===== config.mk =====
export PLATFORM = sky130hd
export DESIGN_NAME = local_history_branch_predictor_core
export DESIGN_NICKNAME = d
export VERILOG_FILES = /design/src/hw/rtl/lhbp_pkg.sv /design/src/hw/rtl/local_history_branch_predictor_core.sv /design/src/hw/rtl/lhbp_ctrl.sv /design/src/hw/rtl/lhbp_datapath.sv
export SDC_FILE = /design/constraint.sdc
export NUM_CORES = 1
export LEC_CHECK = 0
export BUFFER_PORTS_ARGS = -buffer_cell sky130_fd_sc_hd__buf_4
export CELL_PAD_IN_SITES_DETAIL_PLACEMENT = 1
export CELL_PAD_IN_SITES_GLOBAL_PLACEMENT = 1
export CORE_MARGIN = 1.5
export CORE_UTILIZATION = 45
export DETAILED_ROUTE_END_ITERATION = 6
export GPL_TIMING_DRIVEN = 0
export PLACE_DENSITY_LB_ADDON = 0.25
export SLEW_MARGIN = 20
export SYNTH_ARGS = -nofsm -noshare
export SYNTH_HDL_FRONTEND = slang
export SYNTH_HIERARCHICAL = 1
export SYNTH_SLANG_ARGS = --single-unit

===== constraint.sdc =====
create_clock -name clk -period 6.34 [get_ports clk]
set_input_delay 0 -clock clk [delete_from_list [all_inputs] [get_ports clk]]
set_output_delay 0 -clock clk [all_outputs]
set_load 0.01 [all_outputs]

===== src/hw/rtl/lhbp_pkg.sv =====
// shared types, constants and command/status structs of the local history branch predictor
package lhbp_pkg;

    localparam int DEF_ENTRIES = 16;
    localparam int PC_W        = 16;
    localparam int ENTRY_W     = 4;
    localparam int HIST_W      = 2;
    localparam int CTR_W       = 2;
    localparam int NUM_CTRS    = 1 << HIST_W;
    localparam int CTRS_W      = CTR_W * NUM_CTRS;
    localparam int MISS_W      = 16;
    localparam int WORD_W      = HIST_W + CTRS_W + MISS_W;

    localparam logic [CTR_W-1:0]  CTR_MAX  = 2'd3;
    localparam logic [CTR_W-1:0]  CTR_MIN  = 2'd0;
    localparam logic [MISS_W-1:0] MISS_MAX = 16'hFFFF;

    typedef struct packed {
        logic [PC_W-1:0] branch_pc;
        logic            taken;
    } in_item_t;

    typedef struct packed {
        logic [ENTRY_W-1:0] entry_index;
        logic [HIST_W-1:0]  history_used;
        logic               predicted_taken;
        logic               mispredicted;
        logic [MISS_W-1:0]  miss_total;
    } out_item_t;

    typedef enum logic [2:0] {
        ST_CLEAR,
        ST_IDLE,
        ST_DIVIDE,
        ST_READ,
        ST_UPDATE
    } state_t;

    // controller to datapath
    typedef struct packed {
        logic clear_en;
        logic load_in;
        logic mod_step;
        logic mem_read;
        logic commit;
    } cmd_t;

    // datapath to controller
    typedef struct packed {
        logic clear_last;
        logic mod_last;
    } sts_t;

endpackage


===== src/hw/rtl/local_history_branch_predictor_core.sv =====
// top level of the two-level local history branch predictor
//
//  channel   direction  payload     handshake
//  branch    in         in_item_t   branch_valid / branch_stall
//  result    out        out_item_t  result_valid / result_stall
//
// one branch is in flight at a time: the core accepts it, runs the
// reciprocal remainder unit for branch_pc modulo ENTRIES (quotient, then
// remainder), does a memory read and an update, and only then can take a
// new transfer
// after reset a clearing pass writes every entry, with branch_stall high
// throughout
// a stalled result holds the update cycle; the result register lets the next
// branch be taken while the previous result still waits
module local_history_branch_predictor_core
    import lhbp_pkg::*;
#(
    parameter int ENTRIES = DEF_ENTRIES
)
(
    input  logic      clk,
    input  logic      rst_n,
    input  logic      branch_valid,
    output logic      branch_stall,
    input  in_item_t  branch,
    output logic      result_valid,
    input  logic      result_stall,
    output out_item_t result
);

    // command and status between controller and datapath
    cmd_t cmd;
    sts_t sts;

    // sequencer: clear, accept, divide, read, update
    lhbp_ctrl u_ctrl (
        .clk          (clk),
        .rst_n        (rst_n),
        .branch_valid (branch_valid),
        .branch_stall (branch_stall),
        .result_valid (result_valid),
        .result_stall (result_stall),
        .sts          (sts),
        .cmd          (cmd)
    );

    // remainder unit, entry memory and counter/history/miss update
    lhbp_datapath #(
        .ENTRIES (ENTRIES)
    ) u_datapath (
        .clk    (clk),
        .rst_n  (rst_n),
        .branch (branch),
        .cmd    (cmd),
        .sts    (sts),
        .result (result)
    );

    // at most one command per cycle
    a_one_cmd: assert property (@(posedge clk) disable iff (!rst_n)
        $onehot0({cmd.clear_en, cmd.load_in, cmd.mod_step, cmd.mem_read, cmd.commit}))
        else $error("more than one datapath command at once");

    // never overwrite a result that is still waiting
    a_commit_free: assert property (@(posedge clk) disable iff (!rst_n)
        cmd.commit |-> !(result_valid && result_stall))
        else $error("result register overwritten while stalled");

    // a commit always shows a result next cycle
    a_commit_shows: assert property (@(posedge clk) disable iff (!rst_n)
        cmd.commit |=> result_valid)
        else $error("commit without a result");

    // only one branch in flight: stall right after an input transfer
    a_one_in_flight: assert property (@(posedge clk) disable iff (!rst_n)
        (branch_valid && !branch_stall) |=> branch_stall)
        else $error("second branch taken while one is in flight");

endmodule


===== src/hw/rtl/lhbp_ctrl.sv =====
// controller state machine of the local history branch predictor
module lhbp_ctrl
    import lhbp_pkg::*;
(
    input  logic clk,
    input  logic rst_n,
    input  logic branch_valid,
    output logic branch_stall,
    output logic result_valid,
    input  logic result_stall,
    input  sts_t sts,
    output cmd_t cmd
);

    state_t state_reg;
    state_t state_next;
    logic   out_valid_reg;
    logic   out_valid_next;
    logic   out_free;

    assign out_free = !out_valid_reg || !result_stall;

    always_ff @(posedge clk or negedge rst_n)
    begin
        if (!rst_n)
        begin
            state_reg     <= ST_CLEAR;
            out_valid_reg <= 1'b0;
        end
        else
        begin
            state_reg     <= state_next;
            out_valid_reg <= out_valid_next;
        end
    end

    // next state
    always_comb
    begin
        state_next = state_reg;
        case (state_reg)
            ST_CLEAR:
            begin
                if (sts.clear_last)
                    state_next = ST_IDLE;
            end
            ST_IDLE:
            begin
                if (branch_valid)
                    state_next = ST_DIVIDE;
            end
            ST_DIVIDE:
            begin
                if (sts.mod_last)
                    state_next = ST_READ;
            end
            ST_READ:
            begin
                state_next = ST_UPDATE;
            end
            ST_UPDATE:
            begin
                if (out_free)
                    state_next = ST_IDLE;
            end
            default:
            begin
                state_next = ST_CLEAR;
            end
        endcase
    end

    // outputs
    always_comb
    begin
        cmd          = '0;
        branch_stall = 1'b1;
        case (state_reg)
            ST_CLEAR:
            begin
                cmd.clear_en = 1'b1;
            end
            ST_IDLE:
            begin
                branch_stall = 1'b0;
                cmd.load_in  = branch_valid;
            end
            ST_DIVIDE:
            begin
                cmd.mod_step = 1'b1;
            end
            ST_READ:
            begin
                cmd.mem_read = 1'b1;
            end
            ST_UPDATE:
            begin
                cmd.commit = out_free;
            end
            default:
            begin
                cmd = '0;
            end
        endcase
    end

    always_comb
    begin
        out_valid_next = out_valid_reg;
        if (cmd.commit)
            out_valid_next = 1'b1;
        else if (out_valid_reg && !result_stall)
            out_valid_next = 1'b0;
    end

    assign result_valid = out_valid_reg;

endmodule


===== src/hw/rtl/lhbp_datapath.sv =====
// datapath: index remainder, entry memory, update logic and result register
module lhbp_datapath
    import lhbp_pkg::*;
#(
    parameter int ENTRIES = DEF_ENTRIES
)
(
    input  logic      clk,
    input  logic      rst_n,
    input  in_item_t  branch,
    input  cmd_t      cmd,
    output sts_t      sts,
    output out_item_t result
);

    localparam int IDX_W  = (ENTRIES > 1) ? $clog2(ENTRIES) : 1;
    localparam int DIV_SH = PC_W + $clog2(ENTRIES);
    localparam int PROD_W = 2 * PC_W + 1;

    // ceil(2^DIV_SH / ENTRIES) gives the exact quotient for every pc value
    localparam logic [63:0] RECIP_FULL =
        ((64'd1 << DIV_SH) + 64'(ENTRIES - 1)) / 64'(ENTRIES);
    localparam logic [PC_W:0]    RECIP      = RECIP_FULL[PC_W:0];
    localparam logic [PC_W-1:0]  ENTRIES_P  = PC_W'(ENTRIES);
    localparam logic [IDX_W-1:0] LAST_ENTRY = IDX_W'(ENTRIES - 1);

    // control registers
    logic [IDX_W-1:0] clr_addr_reg;
    logic [IDX_W-1:0] clr_addr_next;
    logic             step_reg;
    logic             step_next;

    // payload registers
    logic [PC_W-1:0]   pc_reg;
    logic [PC_W-1:0]   pc_next;
    logic              taken_reg;
    logic [PC_W-1:0]   q_reg;
    logic [PC_W-1:0]   q_next;
    logic [IDX_W-1:0]  rem_reg;
    logic [IDX_W-1:0]  rem_next;
    logic [WORD_W-1:0] rd_reg;
    out_item_t         out_reg;

    logic [WORD_W-1:0] mem [ENTRIES];

    logic [PROD_W-1:0] prod;
    logic [PC_W-1:0]   q_mul;
    logic [HIST_W-1:0] hist;
    logic [CTRS_W-1:0] ctrs;
    logic [MISS_W-1:0] miss_cnt;
    logic [CTR_W-1:0]  ctr;
    logic [CTR_W-1:0]  ctr_upd;
    logic [CTRS_W-1:0] ctrs_upd;
    logic [MISS_W-1:0] miss_upd;
    logic [HIST_W-1:0] hist_upd;
    logic              pred;
    logic              miss;
    logic              mem_we;
    logic [IDX_W-1:0]  mem_waddr;
    logic [WORD_W-1:0] mem_wdata;

    always_ff @(posedge clk or negedge rst_n)
    begin
        if (!rst_n)
        begin
            clr_addr_reg <= '0;
            step_reg     <= 1'b0;
        end
        else
        begin
            clr_addr_reg <= clr_addr_next;
            step_reg     <= step_next;
        end
    end

    always_comb
    begin
        clr_addr_next = clr_addr_reg;
        if (cmd.clear_en && (clr_addr_reg != LAST_ENTRY))
            clr_addr_next = clr_addr_reg + 1'b1;
    end

    assign sts.clear_last = (clr_addr_reg == LAST_ENTRY);
    assign sts.mod_last   = step_reg;

    // remainder by reciprocal multiply: quotient first, then pc minus quotient times entries
    assign prod  = PROD_W'(pc_reg) * PROD_W'(RECIP);
    assign q_mul = q_reg * ENTRIES_P;

    always_comb
    begin
        pc_next   = pc_reg;
        q_next    = q_reg;
        rem_next  = rem_reg;
        step_next = step_reg;
        if (cmd.load_in)
        begin
            pc_next   = branch.branch_pc;
            step_next = 1'b0;
        end
        else if (cmd.mod_step)
        begin
            if (!step_reg)
            begin
                q_next    = PC_W'(prod >> DIV_SH);
                step_next = 1'b1;
            end
            else
            begin
                rem_next  = IDX_W'(pc_reg - q_mul);
                step_next = 1'b0;
            end
        end
    end

    always_ff @(posedge clk)
    begin
        pc_reg  <= pc_next;
        q_reg   <= q_next;
        rem_reg <= rem_next;
        if (cmd.load_in)
            taken_reg <= branch.taken;
    end

    // entry fields from the registered read
    assign hist     = rd_reg[WORD_W-1 -: HIST_W];
    assign ctrs     = rd_reg[MISS_W +: CTRS_W];
    assign miss_cnt = rd_reg[MISS_W-1:0];
    assign ctr      = CTR_W'(ctrs >> {hist, 1'b0});
    assign pred     = ctr[CTR_W-1];
    assign miss     = (pred != taken_reg);

    always_comb
    begin
        ctr_upd = ctr;
        if (taken_reg)
        begin
            if (ctr != CTR_MAX)
                ctr_upd = ctr + 1'b1;
        end
        else
        begin
            if (ctr != CTR_MIN)
                ctr_upd = ctr - 1'b1;
        end
    end

    always_comb
    begin
        ctrs_upd = ctrs;
        for (int h = 0; h < NUM_CTRS; h++)
        begin
            if (hist == HIST_W'(h))
                ctrs_upd[h*CTR_W +: CTR_W] = ctr_upd;
        end
    end

    assign miss_upd = (miss && (miss_cnt != MISS_MAX)) ? miss_cnt + 1'b1 : miss_cnt;
    assign hist_upd = {hist[HIST_W-2:0], taken_reg};

    assign mem_we    = cmd.clear_en || cmd.commit;
    assign mem_waddr = cmd.clear_en ? clr_addr_reg : rem_reg;
    assign mem_wdata = cmd.clear_en ? '0 : {hist_upd, ctrs_upd, miss_upd};

    always_ff @(posedge clk)
    begin
        if (mem_we)
            mem[mem_waddr] <= mem_wdata;
        if (cmd.mem_read)
            rd_reg <= mem[rem_reg];
    end

    always_ff @(posedge clk)
    begin
        if (cmd.commit)
        begin
            out_reg.entry_index     <= ENTRY_W'(rem_reg);
            out_reg.history_used    <= hist;
            out_reg.predicted_taken <= pred;
            out_reg.mispredicted    <= miss;
            out_reg.miss_total      <= miss_upd;
        end
    end

    assign result = out_reg;

endmodule


==> results.sh <==
export IMPL_clockRootBuffer="clkbuf_16"
export IMPL_first_iter_violations=924
export IMPL_ff2ff_setup_slack_ns=2.33
export IMPL_wl_per_cell_um=30.7
export IMPL_pwr_share_seq_pct=49.3
export IMPL_die_w_um=208
export IMPL_reg2reg_depth=6
export IMPL_hp_class="in -> reg"
export IMPL_ys_ff_latch=484
export IMPL_numCtsBuffers=49
export IMPL_pwr_share_comb_pct=21.3
export IMPL_crit_path_top_delay_cell="buf_1"
export IMPL_area_delta_synth_final_pct=16.1
export IMPL_numPortBuffers=34
export IMPL_fmax_ghz=0.250
export IMPL_crit_fanout=15
export IMPL_die_h_um=208
export IMPL_rsz0062_at_grt="false"
export IMPL_core_sq_um=41800
export IMPL_antenna_cells=0
export IMPL_seq_area_frac_synth_pct=76.3
export IMPL_r2r_start="u_ctrl/state_reg[2]"
export IMPL_vias=9298
export IMPL_clk_pin_slew_ns=0.06
export IMPL_routed_wl_um=47700
export IMPL_initial_core_util_pct=45.5
export IMPL_antenna_left=0
export IMPL_yosysWarnings=6
export IMPL_fin_tns_setup_ns=0
export IMPL_ys_types=54
export IMPL_worst_slew_pin_slew_ns=1.19
export IMPL_dominantRegCellSynth="edfxtp_1"
export IMPL_critical_path_arrival_ns=4.29
export IMPL_power_leakage_uw=0.00701
export IMPL_crit_chain="nor3_1 -> clkbuf_1 -> buf_1 -> a31oi_1 -> nor2_4 -> buf_16"
export IMPL_finish_net_count=1004
export IMPL_synth_edff_count=475
export IMPL_pwr_density_cell_nw_per_um2=414
export IMPL_worstSetupPathType="reg -> reg"
export IMPL_final_common_cell="edfxtp_1"
export IMPL_worstHoldStart="branch[3]"
export IMPL_gp_congestion=0.741
export IMPL_dp_hpwl_um=29400
export IMPL_clk_path_buf_depth=3
export IMPL_clock_sinks=484
export IMPL_antenna_found_initial=0
export IMPL_max_slew_margin_pct=20.9
export IMPL_slowest_delay_ns=0.71
export IMPL_outcome="finished, final reports clean"
export IMPL_critPathLaunchType="flop"
export IMPL_largest_reg_flops=416
export IMPL_drc=0
export IMPL_grt_use_total_pct=22.6
export IMPL_htreeDepth=2
export IMPL_min_to="u_datapath/pc_reg[2]"
export IMPL_yosysTopAreaCell="edfxtp_1"
export IMPL_yosys_top_cells_area="edfxtp_1, mux4_2, dfrtp_1"
export IMPL_hold_viol_final=0
export IMPL_pin_count=47
export IMPL_worstReg2RegEnd="u_datapath/mem[0][7]"
export IMPL_grt_pass1_vias=9841
export IMPL_overflow=0
export IMPL_skew_ns=0.0166
export IMPL_synthArstFlopShare_pct=1.86
export IMPL_power_total_uw=9130
export IMPL_worstSetupEndpointType="flop"
export IMPL_period_share_pct=63.2
export IMPL_grt_max_degree=28
export IMPL_rows=75
export IMPL_internal_power_uw=6510
export IMPL_drt_first_pass_iters=5
export IMPL_cp_required_ns=6.62
export IMPL_grt_pass1_wl_um=69000
export IMPL_netlist_area_sq_um=19000
export IMPL_dieArea_sq_um=43400
export IMPL_switching_share_pct=28.7
export IMPL_vdd_drop_max_mv=0.186
export IMPL_cts_tree="yes"
export IMPL_syn_inst=867
export IMPL_drive_gt1_share_pct=31.1
export IMPL_via_per_inst=5.98
export IMPL_hold_depth=2
export IMPL_p_sw_uw=2620
export IMPL_setup_viol=0
export IMPL_synth_top_cell_area_share_pct=75.1
export IMPL_drv_slew=0
export IMPL_syn_avg_cell_area_sq_um=21.9
export IMPL_synth_nets=890
export IMPL_final_cell_mix="edfxtp_1, mux4_2, clkbuf_16"
export IMPL_period_minus_slack_ns=4.01
export IMPL_drv_cap=0
export IMPL_p_clk_share_pct=29.4
export IMPL_clk_latency_ns=0.58
## area by class of cell
class,count,area (sq um)
clock inverter,23,160
buffer,43,194
multi-input combinational,329,4420
clock buffer,63,1300
inverter,11,41.3
fill,3618,19700
sequential,484,14500
timing repair buffer,63,753
tap,539,674
## worst max path at each step
stage / start / to / slack, ns / depth (start not counted)
after floorplan: u_ctrl/state_reg[1] / u_datapath/mem[14][0] / 3.17 / 7
after global placement: u_ctrl/state_reg[2] / u_datapath/mem[1][8] / 0.73 / 5
after detailed placement: u_ctrl/state_reg[2] / u_datapath/mem[0][7] / 2.40 / 6
after CTS: u_ctrl/state_reg[2] / u_datapath/mem[3][23] / 2.39 / 6
after global routing: u_ctrl/state_reg[1] / u_datapath/mem[3][23] / 2.18 / 6
final: u_ctrl/state_reg[2] / u_datapath/mem[0][7] / 2.33 / 6
## through the flow
| stage | hold slack (ns) | cells | utilization, % | worst slack (ns) | instance area (sq um) |
|---|---|---|---|---|---|
| after floorplan | -0.296 | 867 | - | 3.17 | 19000 |
| after global placement | -0.166 | 1440 | 47.7 | 0.730 | 19900 |
| after detailed placement | -0.166 | 1460 | 49.0 | 2.40 | 20500 |
| after CTS | 0.129 | 1555 | 52.7 | 2.39 | 22000 |
| after global routing | 0.148 | 1555 | 52.8 | 2.18 | 22000 |
| final | 0.158 | 1555 | 52.8 | 2.33 | 22000 |
## timing repair
action | CTS | global route
gates resized for setup | 0 | 0
hold endpoints to repair | 19 | 0
hold buffers | 9 | 0
setup endpoints to repair | 0 | 0
setup buffers | 0 | 0
## power groups by stage
stage / clock [uW] / combinational [uW] / sequential (uW)
after CTS: 2750 / 1950 / 4500
after detailed placement: 0 / 1930 / 4560
after global routing: 2850 / 2060 / 4540
after global placement: 0 / 1650 / 4570
final: 2690 / 1940 / 4500
after floorplan: 0 / 1070 / 4510
## synth_stat cells (10+ instances only)
cell,n
nor3_1,10
edfxtp_1,475
mux4_2,132
nor2_1,44
nor2b_1,13
xor2_1,10
inv_1,11
buf_2,15
mux2_2,11
nand2_1,16
a21oi_1,11
clkbuf_1,18
## logic make-up after synthesis
logic type | count (synthesis) | synth area share, %
fa+ha+maj | 3 | 0.185
xor+xnor | 14 | 0.646
simple gates | 131 | 3.86
buf+inv | 54 | 1.23
mux | 148 | 16.6
flops | 484 | 76.3
compound gates | 33 | 1.17
## per-layer routing
layer	part of all wire (%)	routed length, um	track usage, %	up-vias
met2	49	23300	36.6	304
met1	43	20700	31.4	5054
met3	5.3	2550	4.35	80
li1	-	-	-	3860
met5	0	0	0	-
met4	2.5	1180	6.97	0
## worst max-delay path: cells and delay by family (launching register included)
kind                   cells  cell delay, ns
DFF                        1            0.44
AOI/OAI and AO/OA          1            0.54
buffers and inverters      3            1.57
and+or+nand+nor            2            1.13
(Power assumes the default switching activity.)
